===== src/design/s2a_pkg.sv =====
// types, codes and the set-1 key table for the scancode converter
// no dependencies
`timescale 1ns / 1ps

package s2a_pkg;

  typedef logic [6:0] char_t;
  typedef logic [7:0] scan_t;

  localparam logic  OpScan     = 1'b0;
  localparam logic  OpRead     = 1'b1;
  localparam scan_t PrefixExt  = 8'hE0;
  localparam int    ReleaseBit = 7;

  // us layout, make codes 0x00 to 0x7f, zero where no character
  function automatic char_t key_map(input logic [6:0] code);
    char_t ch;
    case (code)
      7'h01: ch = 7'h1B;  // escape
      7'h02: ch = 7'h31;
      7'h03: ch = 7'h32;
      7'h04: ch = 7'h33;
      7'h05: ch = 7'h34;
      7'h06: ch = 7'h35;
      7'h07: ch = 7'h36;
      7'h08: ch = 7'h37;
      7'h09: ch = 7'h38;
      7'h0A: ch = 7'h39;
      7'h0B: ch = 7'h30;
      7'h0C: ch = 7'h2D;
      7'h0D: ch = 7'h3D;
      7'h0E: ch = 7'h08;  // backspace
      7'h0F: ch = 7'h09;  // tab
      7'h10: ch = 7'h71;
      7'h11: ch = 7'h77;
      7'h12: ch = 7'h65;
      7'h13: ch = 7'h72;
      7'h14: ch = 7'h74;
      7'h15: ch = 7'h79;
      7'h16: ch = 7'h75;
      7'h17: ch = 7'h69;
      7'h18: ch = 7'h6F;
      7'h19: ch = 7'h70;
      7'h1A: ch = 7'h5B;
      7'h1B: ch = 7'h5D;
      7'h1C: ch = 7'h0A;  // enter
      7'h1E: ch = 7'h61;
      7'h1F: ch = 7'h73;
      7'h20: ch = 7'h64;
      7'h21: ch = 7'h66;
      7'h22: ch = 7'h67;
      7'h23: ch = 7'h68;
      7'h24: ch = 7'h6A;
      7'h25: ch = 7'h6B;
      7'h26: ch = 7'h6C;
      7'h27: ch = 7'h3B;
      7'h28: ch = 7'h27;
      7'h29: ch = 7'h60;
      7'h2B: ch = 7'h5C;
      7'h2C: ch = 7'h7A;
      7'h2D: ch = 7'h78;
      7'h2E: ch = 7'h63;
      7'h2F: ch = 7'h76;
      7'h30: ch = 7'h62;
      7'h31: ch = 7'h6E;
      7'h32: ch = 7'h6D;
      7'h33: ch = 7'h2C;
      7'h34: ch = 7'h2E;
      7'h35: ch = 7'h2F;
      7'h37: ch = 7'h2A;
      7'h39: ch = 7'h20;
      default: ch = '0;
    endcase
    return ch;
  endfunction

endpackage


===== src/design/s2a_intf.sv =====
// valid/ready channels of the scancode converter: input, result and config
// depends on s2a_pkg
`timescale 1ns / 1ps

interface s2a_in_if;
  logic            valid;
  logic            ready;
  logic            op;
  s2a_pkg::scan_t  scan_byte;

  modport source (output valid, op, scan_byte, input ready);
  modport sink   (input valid, op, scan_byte, output ready);
endinterface

interface s2a_out_if;
  logic            valid;
  logic            ready;
  s2a_pkg::char_t  ascii_char;
  logic            char_accepted;
  logic            buffer_empty;

  modport source (output valid, ascii_char, char_accepted, buffer_empty, input ready);
  modport sink   (input valid, ascii_char, char_accepted, buffer_empty, output ready);
endinterface

interface s2a_cfg_if;
  logic valid;
  logic ready;
  logic game_mode;

  modport source (output valid, game_mode, input ready);
  modport sink   (input valid, game_mode, output ready);
endinterface


===== src/design/scancode_to_ascii_fifo.sv =====
// an accepted item passes through the holding stage, then the result stage, to out_o
// throughput: one item per cycle while out_o is not stalled; one table lookup,
//   at most one write and at most one registered read of the character ring per item
// a result stage and a holding stage let one more item in while out_o stalls
// reset clears pointers, prefix flag, mode and valids; ring contents undefined
`timescale 1ns / 1ps

module scancode_to_ascii_fifo #(
  parameter int BUFFER_DEPTH = 256
) (
  input  logic           clk_i,
  input  logic           rst_ni,
  s2a_in_if.sink         in_i,
  s2a_cfg_if.sink        cfg_i,
  s2a_out_if.source      out_o
);
  import s2a_pkg::*;

  localparam int              AW      = (BUFFER_DEPTH > 1) ? $clog2(BUFFER_DEPTH) : 1;
  localparam logic [AW-1:0]   LastIdx = AW'(BUFFER_DEPTH - 1);

  char_t           mem [BUFFER_DEPTH];
  char_t           rdata_q;

  logic [AW-1:0]   wr_ptr_q, rd_ptr_q;
  logic            ext_q, game_mode_q;

  // holding stage
  logic            s1_v_q, s1_rd_q, s1_acc_q, s1_empty_q;
  char_t           s1_char_q;

  // result stage
  logic            o_v_q, o_acc_q, o_empty_q;
  char_t           o_char_q;

  logic            accept, s1_move;
  logic            is_rd, prefix, release_code, make_code;
  logic            push, pop, ring_empty;
  char_t           mapped;

  assign s1_move = s1_v_q && (!o_v_q || out_o.ready);
  assign in_i.ready = !s1_v_q || s1_move;
  assign accept  = in_i.valid && in_i.ready;

  assign is_rd        = (in_i.op == OpRead);
  assign prefix       = !is_rd && (in_i.scan_byte == PrefixExt);
  assign release_code = !is_rd && in_i.scan_byte[ReleaseBit] && !prefix;
  assign make_code    = !is_rd && !in_i.scan_byte[ReleaseBit];

  assign mapped     = key_map(in_i.scan_byte[6:0]);
  assign ring_empty = (rd_ptr_q == wr_ptr_q);
  assign push       = make_code && !game_mode_q && !ext_q && (mapped != '0);
  assign pop        = is_rd && !ring_empty;

  assign cfg_i.ready = 1'b1;

  // character ring, no reset
  always_ff @(posedge clk_i) begin
    if (accept && push) begin
      mem[wr_ptr_q] <= mapped;
    end
    if (accept && pop) begin
      rdata_q <= mem[rd_ptr_q];
    end
  end

  always_ff @(posedge clk_i or negedge rst_ni) begin
    if (!rst_ni) begin
      wr_ptr_q    <= '0;
      rd_ptr_q    <= '0;
      ext_q       <= 1'b0;
      game_mode_q <= 1'b0;
    end else begin
      if (cfg_i.valid) begin
        game_mode_q <= cfg_i.game_mode;
      end
      if (accept) begin
        if (push) begin
          wr_ptr_q <= (wr_ptr_q == LastIdx) ? '0 : wr_ptr_q + AW'(1);
        end
        if (pop) begin
          rd_ptr_q <= (rd_ptr_q == LastIdx) ? '0 : rd_ptr_q + AW'(1);
        end
        // a read leaves the prefix flag alone
        if (prefix) begin
          ext_q <= 1'b1;
        end else if (release_code || make_code) begin
          ext_q <= 1'b0;
        end
      end
    end
  end

  always_ff @(posedge clk_i or negedge rst_ni) begin
    if (!rst_ni) begin
      s1_v_q <= 1'b0;
      o_v_q  <= 1'b0;
    end else begin
      if (accept) begin
        s1_v_q <= 1'b1;
      end else if (s1_move) begin
        s1_v_q <= 1'b0;
      end
      if (s1_move) begin
        o_v_q <= 1'b1;
      end else if (out_o.ready) begin
        o_v_q <= 1'b0;
      end
    end
  end

  always_ff @(posedge clk_i) begin
    if (accept) begin
      s1_rd_q    <= pop;
      s1_acc_q   <= push;
      s1_empty_q <= is_rd && ring_empty;
      s1_char_q  <= push ? mapped : '0;
    end
    if (s1_move) begin
      o_char_q  <= s1_rd_q ? rdata_q : s1_char_q;
      o_acc_q   <= s1_acc_q;
      o_empty_q <= s1_empty_q;
    end
  end

  assign out_o.valid         = o_v_q;
  assign out_o.ascii_char    = o_char_q;
  assign out_o.char_accepted = o_acc_q;
  assign out_o.buffer_empty  = o_empty_q;

endmodule


===== src/flat_wrapper.sv =====
// flat-port wrapper written by rule: the top's interface ports become plain ports
module scancode_to_ascii_fifo_flat import s2a_pkg::*;
#(
  parameter int BUFFER_DEPTH = 256
)
  (clk_i, rst_ni, in_i_valid, in_i_op, in_i_scan_byte, in_i_ready, cfg_i_valid, cfg_i_game_mode, cfg_i_ready, out_o_valid, out_o_ascii_char, out_o_char_accepted, out_o_buffer_empty, out_o_ready);
  s2a_in_if in_i_i ();
  s2a_cfg_if cfg_i_i ();
  s2a_out_if out_o_i ();
  input  logic clk_i;
  input  logic rst_ni;
  input wire logic [$bits(in_i_i.valid)-1:0] in_i_valid;
  input wire logic [$bits(in_i_i.op)-1:0] in_i_op;
  input wire logic [$bits(in_i_i.scan_byte)-1:0] in_i_scan_byte;
  output wire logic [$bits(in_i_i.ready)-1:0] in_i_ready;
  input wire logic [$bits(cfg_i_i.valid)-1:0] cfg_i_valid;
  input wire logic [$bits(cfg_i_i.game_mode)-1:0] cfg_i_game_mode;
  output wire logic [$bits(cfg_i_i.ready)-1:0] cfg_i_ready;
  output wire logic [$bits(out_o_i.valid)-1:0] out_o_valid;
  output wire logic [$bits(out_o_i.ascii_char)-1:0] out_o_ascii_char;
  output wire logic [$bits(out_o_i.char_accepted)-1:0] out_o_char_accepted;
  output wire logic [$bits(out_o_i.buffer_empty)-1:0] out_o_buffer_empty;
  input wire logic [$bits(out_o_i.ready)-1:0] out_o_ready;
  assign in_i_i.valid = in_i_valid;
  assign in_i_i.op = in_i_op;
  assign in_i_i.scan_byte = in_i_scan_byte;
  assign in_i_ready = in_i_i.ready;
  assign cfg_i_i.valid = cfg_i_valid;
  assign cfg_i_i.game_mode = cfg_i_game_mode;
  assign cfg_i_ready = cfg_i_i.ready;
  assign out_o_valid = out_o_i.valid;
  assign out_o_ascii_char = out_o_i.ascii_char;
  assign out_o_char_accepted = out_o_i.char_accepted;
  assign out_o_buffer_empty = out_o_i.buffer_empty;
  assign out_o_i.ready = out_o_ready;
  scancode_to_ascii_fifo #(.BUFFER_DEPTH(BUFFER_DEPTH)) u_core (.clk_i(clk_i), .rst_ni(rst_ni), .in_i(in_i_i), .cfg_i(cfg_i_i), .out_o(out_o_i));
endmodule

===== config.mk =====
export PLATFORM = sky130hd
export DESIGN_NAME = scancode_to_ascii_fifo_flat
export DESIGN_NICKNAME = d
export VERILOG_FILES = /design/src/design/s2a_pkg.sv /design/src/design/s2a_intf.sv /design/src/design/scancode_to_ascii_fifo.sv /design/src/flat_wrapper.sv
export SDC_FILE = /design/constraint.sdc
export NUM_CORES = 2
export LEC_CHECK = 0
export ABC_AREA = 0
export ABC_CLOCK_PERIOD_IN_PS = 3160
export BUFFER_PORTS_ARGS = -buffer_cell sky130_fd_sc_hd__buf_2
export CAP_MARGIN = 20
export CORE_ASPECT_RATIO = 1.25
export CORE_MARGIN = 2
export CORE_UTILIZATION = 50
export CTS_BUF_LIST = sky130_fd_sc_hd__clkbuf_4 sky130_fd_sc_hd__clkbuf_8
export DETAILED_ROUTE_END_ITERATION = 12
export HOLD_SLACK_MARGIN = 0.15
export PLACE_DENSITY_LB_ADDON = 0.1
export SYNTH_ARGS = -nofsm -noshare
export SYNTH_HDL_FRONTEND = slang
export SYNTH_SLANG_ARGS = --single-unit

===== constraint.sdc =====
create_clock -name clk_i -period 3.16 [get_ports clk_i]
set_input_delay 0.632 -clock clk_i [delete_from_list [all_inputs] [get_ports clk_i]]
set_output_delay 0.632 -clock clk_i [all_outputs]
set_load 0.005 [all_outputs]

==> impl_metrics.env <==
export IMPL_dominantRegCellSynth="sky130_fd_sc_hd__edfxtp_1"
export IMPL_cts_tree="yes"
export IMPL_detail_route_first_pass_iterations=6
export IMPL_ffs_w_async_s_r_synth=0.0109
export IMPL_start_kind="flip-flop"
export IMPL_critical_path_top_delay_family="compound AO/OA/AOI/OAI gates"
export IMPL_crit_required_ps=3910
export IMPL_synth_area_sq_um=72900
export IMPL_worst_endpoint_arrival_ps=4200
export IMPL_post_synth_top_count_cell="sky130_fd_sc_hd__edfxtp_1"
export IMPL_max_cap_violations=0
export IMPL_grt_start_max_net_pins=138
export IMPL_synth_nets=3688
export IMPL_regToRegStartpoint="u_core.rd_ptr_q[0]$_DFFE_PN0P_"
export IMPL_detailed_place_area_sq_um=83200
export IMPL_finalSetupViolations=7
export IMPL_critical_path_max_stage_delay_ps=600
export IMPL_endpoint_kind="flip-flop"
export IMPL_layout_drive_gt1_share=0.400
export IMPL_crit_path_top_delay_cell="sky130_fd_sc_hd__or4_4"
export IMPL_max_slew_margin=0.425
export IMPL_yosys_top_cells_area="sky130_fd_sc_hd__edfxtp_1 75%, sky130_fd_sc_hd__mux4_2 12%, sky130_fd_sc_hd__mux2i_1 2.7%"
export IMPL_grt_first_pass_wirelength_microns=311000
export IMPL_ios=27
export IMPL_cts_root_buf="sky130_fd_sc_hd__clkbuf_8"
export IMPL_synthTopCellsByCount="1818 x sky130_fd_sc_hd__edfxtp_1, 378 x sky130_fd_sc_hd__mux4_2, 210 x sky130_fd_sc_hd__nor2_1"
export IMPL_port_buffers=25
export IMPL_grt_remaining_overflow=0
export IMPL_grt_antenna_before_repair=6
export IMPL_ctsLongestPathBuffers=4
export IMPL_timing_hold_worst_endpoint="u_core.mem[252][4]$_DFFE_PP_"
export IMPL_grt_usage=0.295
export IMPL_remaining_drcs=0
export IMPL_num_nets_final=4556
export IMPL_cell_accounting_for_the_most_synthesized_area="sky130_fd_sc_hd__edfxtp_1"
export IMPL_synthesis_instances=3656
export IMPL_floorplan_die_width_microns=346
export IMPL_area_growth_synth_to_final_pct=23.8
export IMPL_number_of_cts_inserted_buffers=298
export IMPL_rsz0062_at_grt="true"
export IMPL_timing_setup_critical_path_class="flip-flop to flip-flop"
export IMPL_cp_cell_sequence="buf_8 -> mux4_2 -> a22o_4 -> a221oi_4 -> nor3_4 -> or4_4 -> a222oi_1 -> buf_4 -> o22ai_4"
export IMPL_worstMarginPinSlew_ps=863
export IMPL_vdd_drop_max_mv=0.509
export IMPL_timing_reg2reg_setup_slack_ps=-290
export IMPL_worst_skew_pair_late_latency_ps=1040
export IMPL_cts_clk_slew_worst_paths_ps=70
export IMPL_hold_viol_final=0
export IMPL_die_h_microns=431
export IMPL_synth_yosys_warnings=0
export IMPL_core_region_area_sq_um=145000
export IMPL_pwrdens_nw_per_um2=800
export IMPL_max_clock_freq_mhz=289
export IMPL_min_period_over_period=1.09
export IMPL_dr_first_iter_drc_count=5180
export IMPL_first_global_vias=42800
export IMPL_dp_final_hpwl_microns=146000
export IMPL_rr_worst_depth=9
export IMPL_detailroute_via_count=41500
export IMPL_rows=156
export IMPL_outcome="finished, violations left"
export IMPL_floorplan_initialDensity=0.504
export IMPL_post_synth_cell_area_avg_sq_um=19.9
export IMPL_worst_hold_path_num_cells=3
export IMPL_synthDominantCellAreaShare=0.749
export IMPL_timing_final_max_slew_violations=0
export IMPL_power_leakage_nw=31.3
export IMPL_cts_max_level=5
export IMPL_place_gp_congestion=0.960
export IMPL_cts_sinks=1838
export IMPL_postRouteWirelength_microns=218000
export IMPL_violations="setup timing"
export IMPL_final_util=0.624
export IMPL_critical_path_reg2reg_endpoint="u_core.rdata_q[4]$_DFFE_PP_"
export IMPL_vias_per_cell=6.25
export IMPL_worst_clock_skew_ps=50.6
export IMPL_setup_ws_ps=-295
export IMPL_timing_critical_path_buf_inv=2
export IMPL_synth_seq_cells=1838
export IMPL_drtAntennaViolNets=0
export IMPL_avgRoutedWirePerCell_microns=32.9
export IMPL_worstPathMaxFanout=4
export IMPL_hp_start="in_i_scan_byte[6]"
export IMPL_synth_enable_flop_cells=1818
export IMPL_synth_lib_cells_used_distinct=87
export IMPL_final_period_minus_worst_setup_slack_ps=3450
export IMPL_hold_class="primary input to flip-flop"
export IMPL_design_die_area_sq_um=149000
export IMPL_cell_area_after_layout_sq_um=90300
export IMPL_synth_seq_area_share=0.755
[flip-flops by register name (all words and copies together), names as in the netlist]
signal                      flops
u_core.ext_q                    1
u_core.out_o.char_accepted      1
u_core.s1_rd_q                  1
u_core.s1_acc_q                 1
u_core.rd_ptr_q                 8
u_core.mem                   1792
u_core.out_o.buffer_empty       1
u_core.out_o.valid              1
u_core.wr_ptr_q                 8
u_core.out_o.ascii_char         7
u_core.s1_char_q                7
u_core.rdata_q                  7
u_core.s1_empty_q               1
u_core.s1_v_q                   1
u_core.game_mode_q              1
[worst max path at each step]
stage | from | end | slack, ps | depth (start not counted)
final | u_core.rd_ptr_q[0]$_DFFE_PN0P_ | u_core.rdata_q[4]$_DFFE_PP_ | -290 | 9
after global routing | u_core.rd_ptr_q[0]$_DFFE_PN0P_ | u_core.rdata_q[4]$_DFFE_PP_ | -270 | 9
after CTS | u_core.rd_ptr_q[0]$_DFFE_PN0P_ | u_core.rdata_q[4]$_DFFE_PP_ | -330 | 12
after detailed placement | u_core.rd_ptr_q[0]$_DFFE_PN0P_ | u_core.rdata_q[3]$_DFFE_PP_ | -1060 | 11
after global placement | u_core.rd_ptr_q[0]$_DFFE_PN0P_ | u_core.rdata_q[3]$_DFFE_PP_ | -940 | 11
after floorplan | in_i_scan_byte[2] | u_core.mem[0][6]$_DFFE_PP_ | -2720 | 6
[layout by cell type (no fill, tap or decap), drive strengths merged, types with 80 or more instances in the layout]
cell type  instances
buf              787
a22oi             85
clkbuf           392
nor2             210
mux4             378
edfxtp          1818
nor3             112
clkinv           101
nand2             80
mux2i            199
[area by class of cell]
cell class              instances  area (sq um)
well taps                    1896          2370
multi-input cells            1562         18600
inverters                      18          93.8
clock buffers                 388          4820
fillers                     10100         54400
clock inverters               118           759
flip-flops and latches       1838         55100
diodes                          4          10.0
repair buffers                806          8540
[metrics by stage]
step	total power, mW	hold WS (ps)	setup WS, ps	setup TNS, ps	std cells
after floorplan	40.2	336	-2720	-8195460	3656
after global placement	50.3	422	-935	-1076930	6071
after detailed placement	50.5	415	-1060	-1171760	6071
after CTS	71.6	212	-328	-1830	6611
after global routing	74.4	259	-275	-1500	6627
final	72.2	304	-295	-1280	6630
[metal layers]
layer,global-route usage,up-vias,routed length [microns]
met3,0.0544,439,17900
met4,0.127,0,9130
li1,-,17000,-
met5,0,-,0
met2,0.483,2254,108000
met1,0.390,21800,83100
[cells by family after synthesis]
family                   count (synthesis)  synth area share
adder cells (fa/ha/maj)                 17           0.00292
flip-flops                            1838             0.755
multiplexers                           596             0.147
buffers and inverters                  256            0.0183
XOR/XNOR                                15           0.00180
other                                    1         0.0000514
AO/OA/AOI/OAI                          395            0.0401
AND/OR/NAND/NOR                        538            0.0343
[tightest hold or removal path: stages]
cell	delay, ps
sky130_fd_sc_hd__buf_2	210
sky130_fd_sc_hd__a21oi_4	70
sky130_fd_sc_hd__buf_4	200
[what timing repair did]
item,CTS,global route
hold buffers,10,0
gates cloned,7,4
buffers inserted,20,16
endpoints found under the hold margin,26,0
endpoints found under the setup margin,8,12
gates resized for setup,80,64
pin swaps,14,23
[where the power goes]
group	internal [mW]	switching (mW)
Sequential	27.2	0.280
Clock	10.7	9.16
Combinational	11.3	13.6
Power figures use the tool's default switching activity.
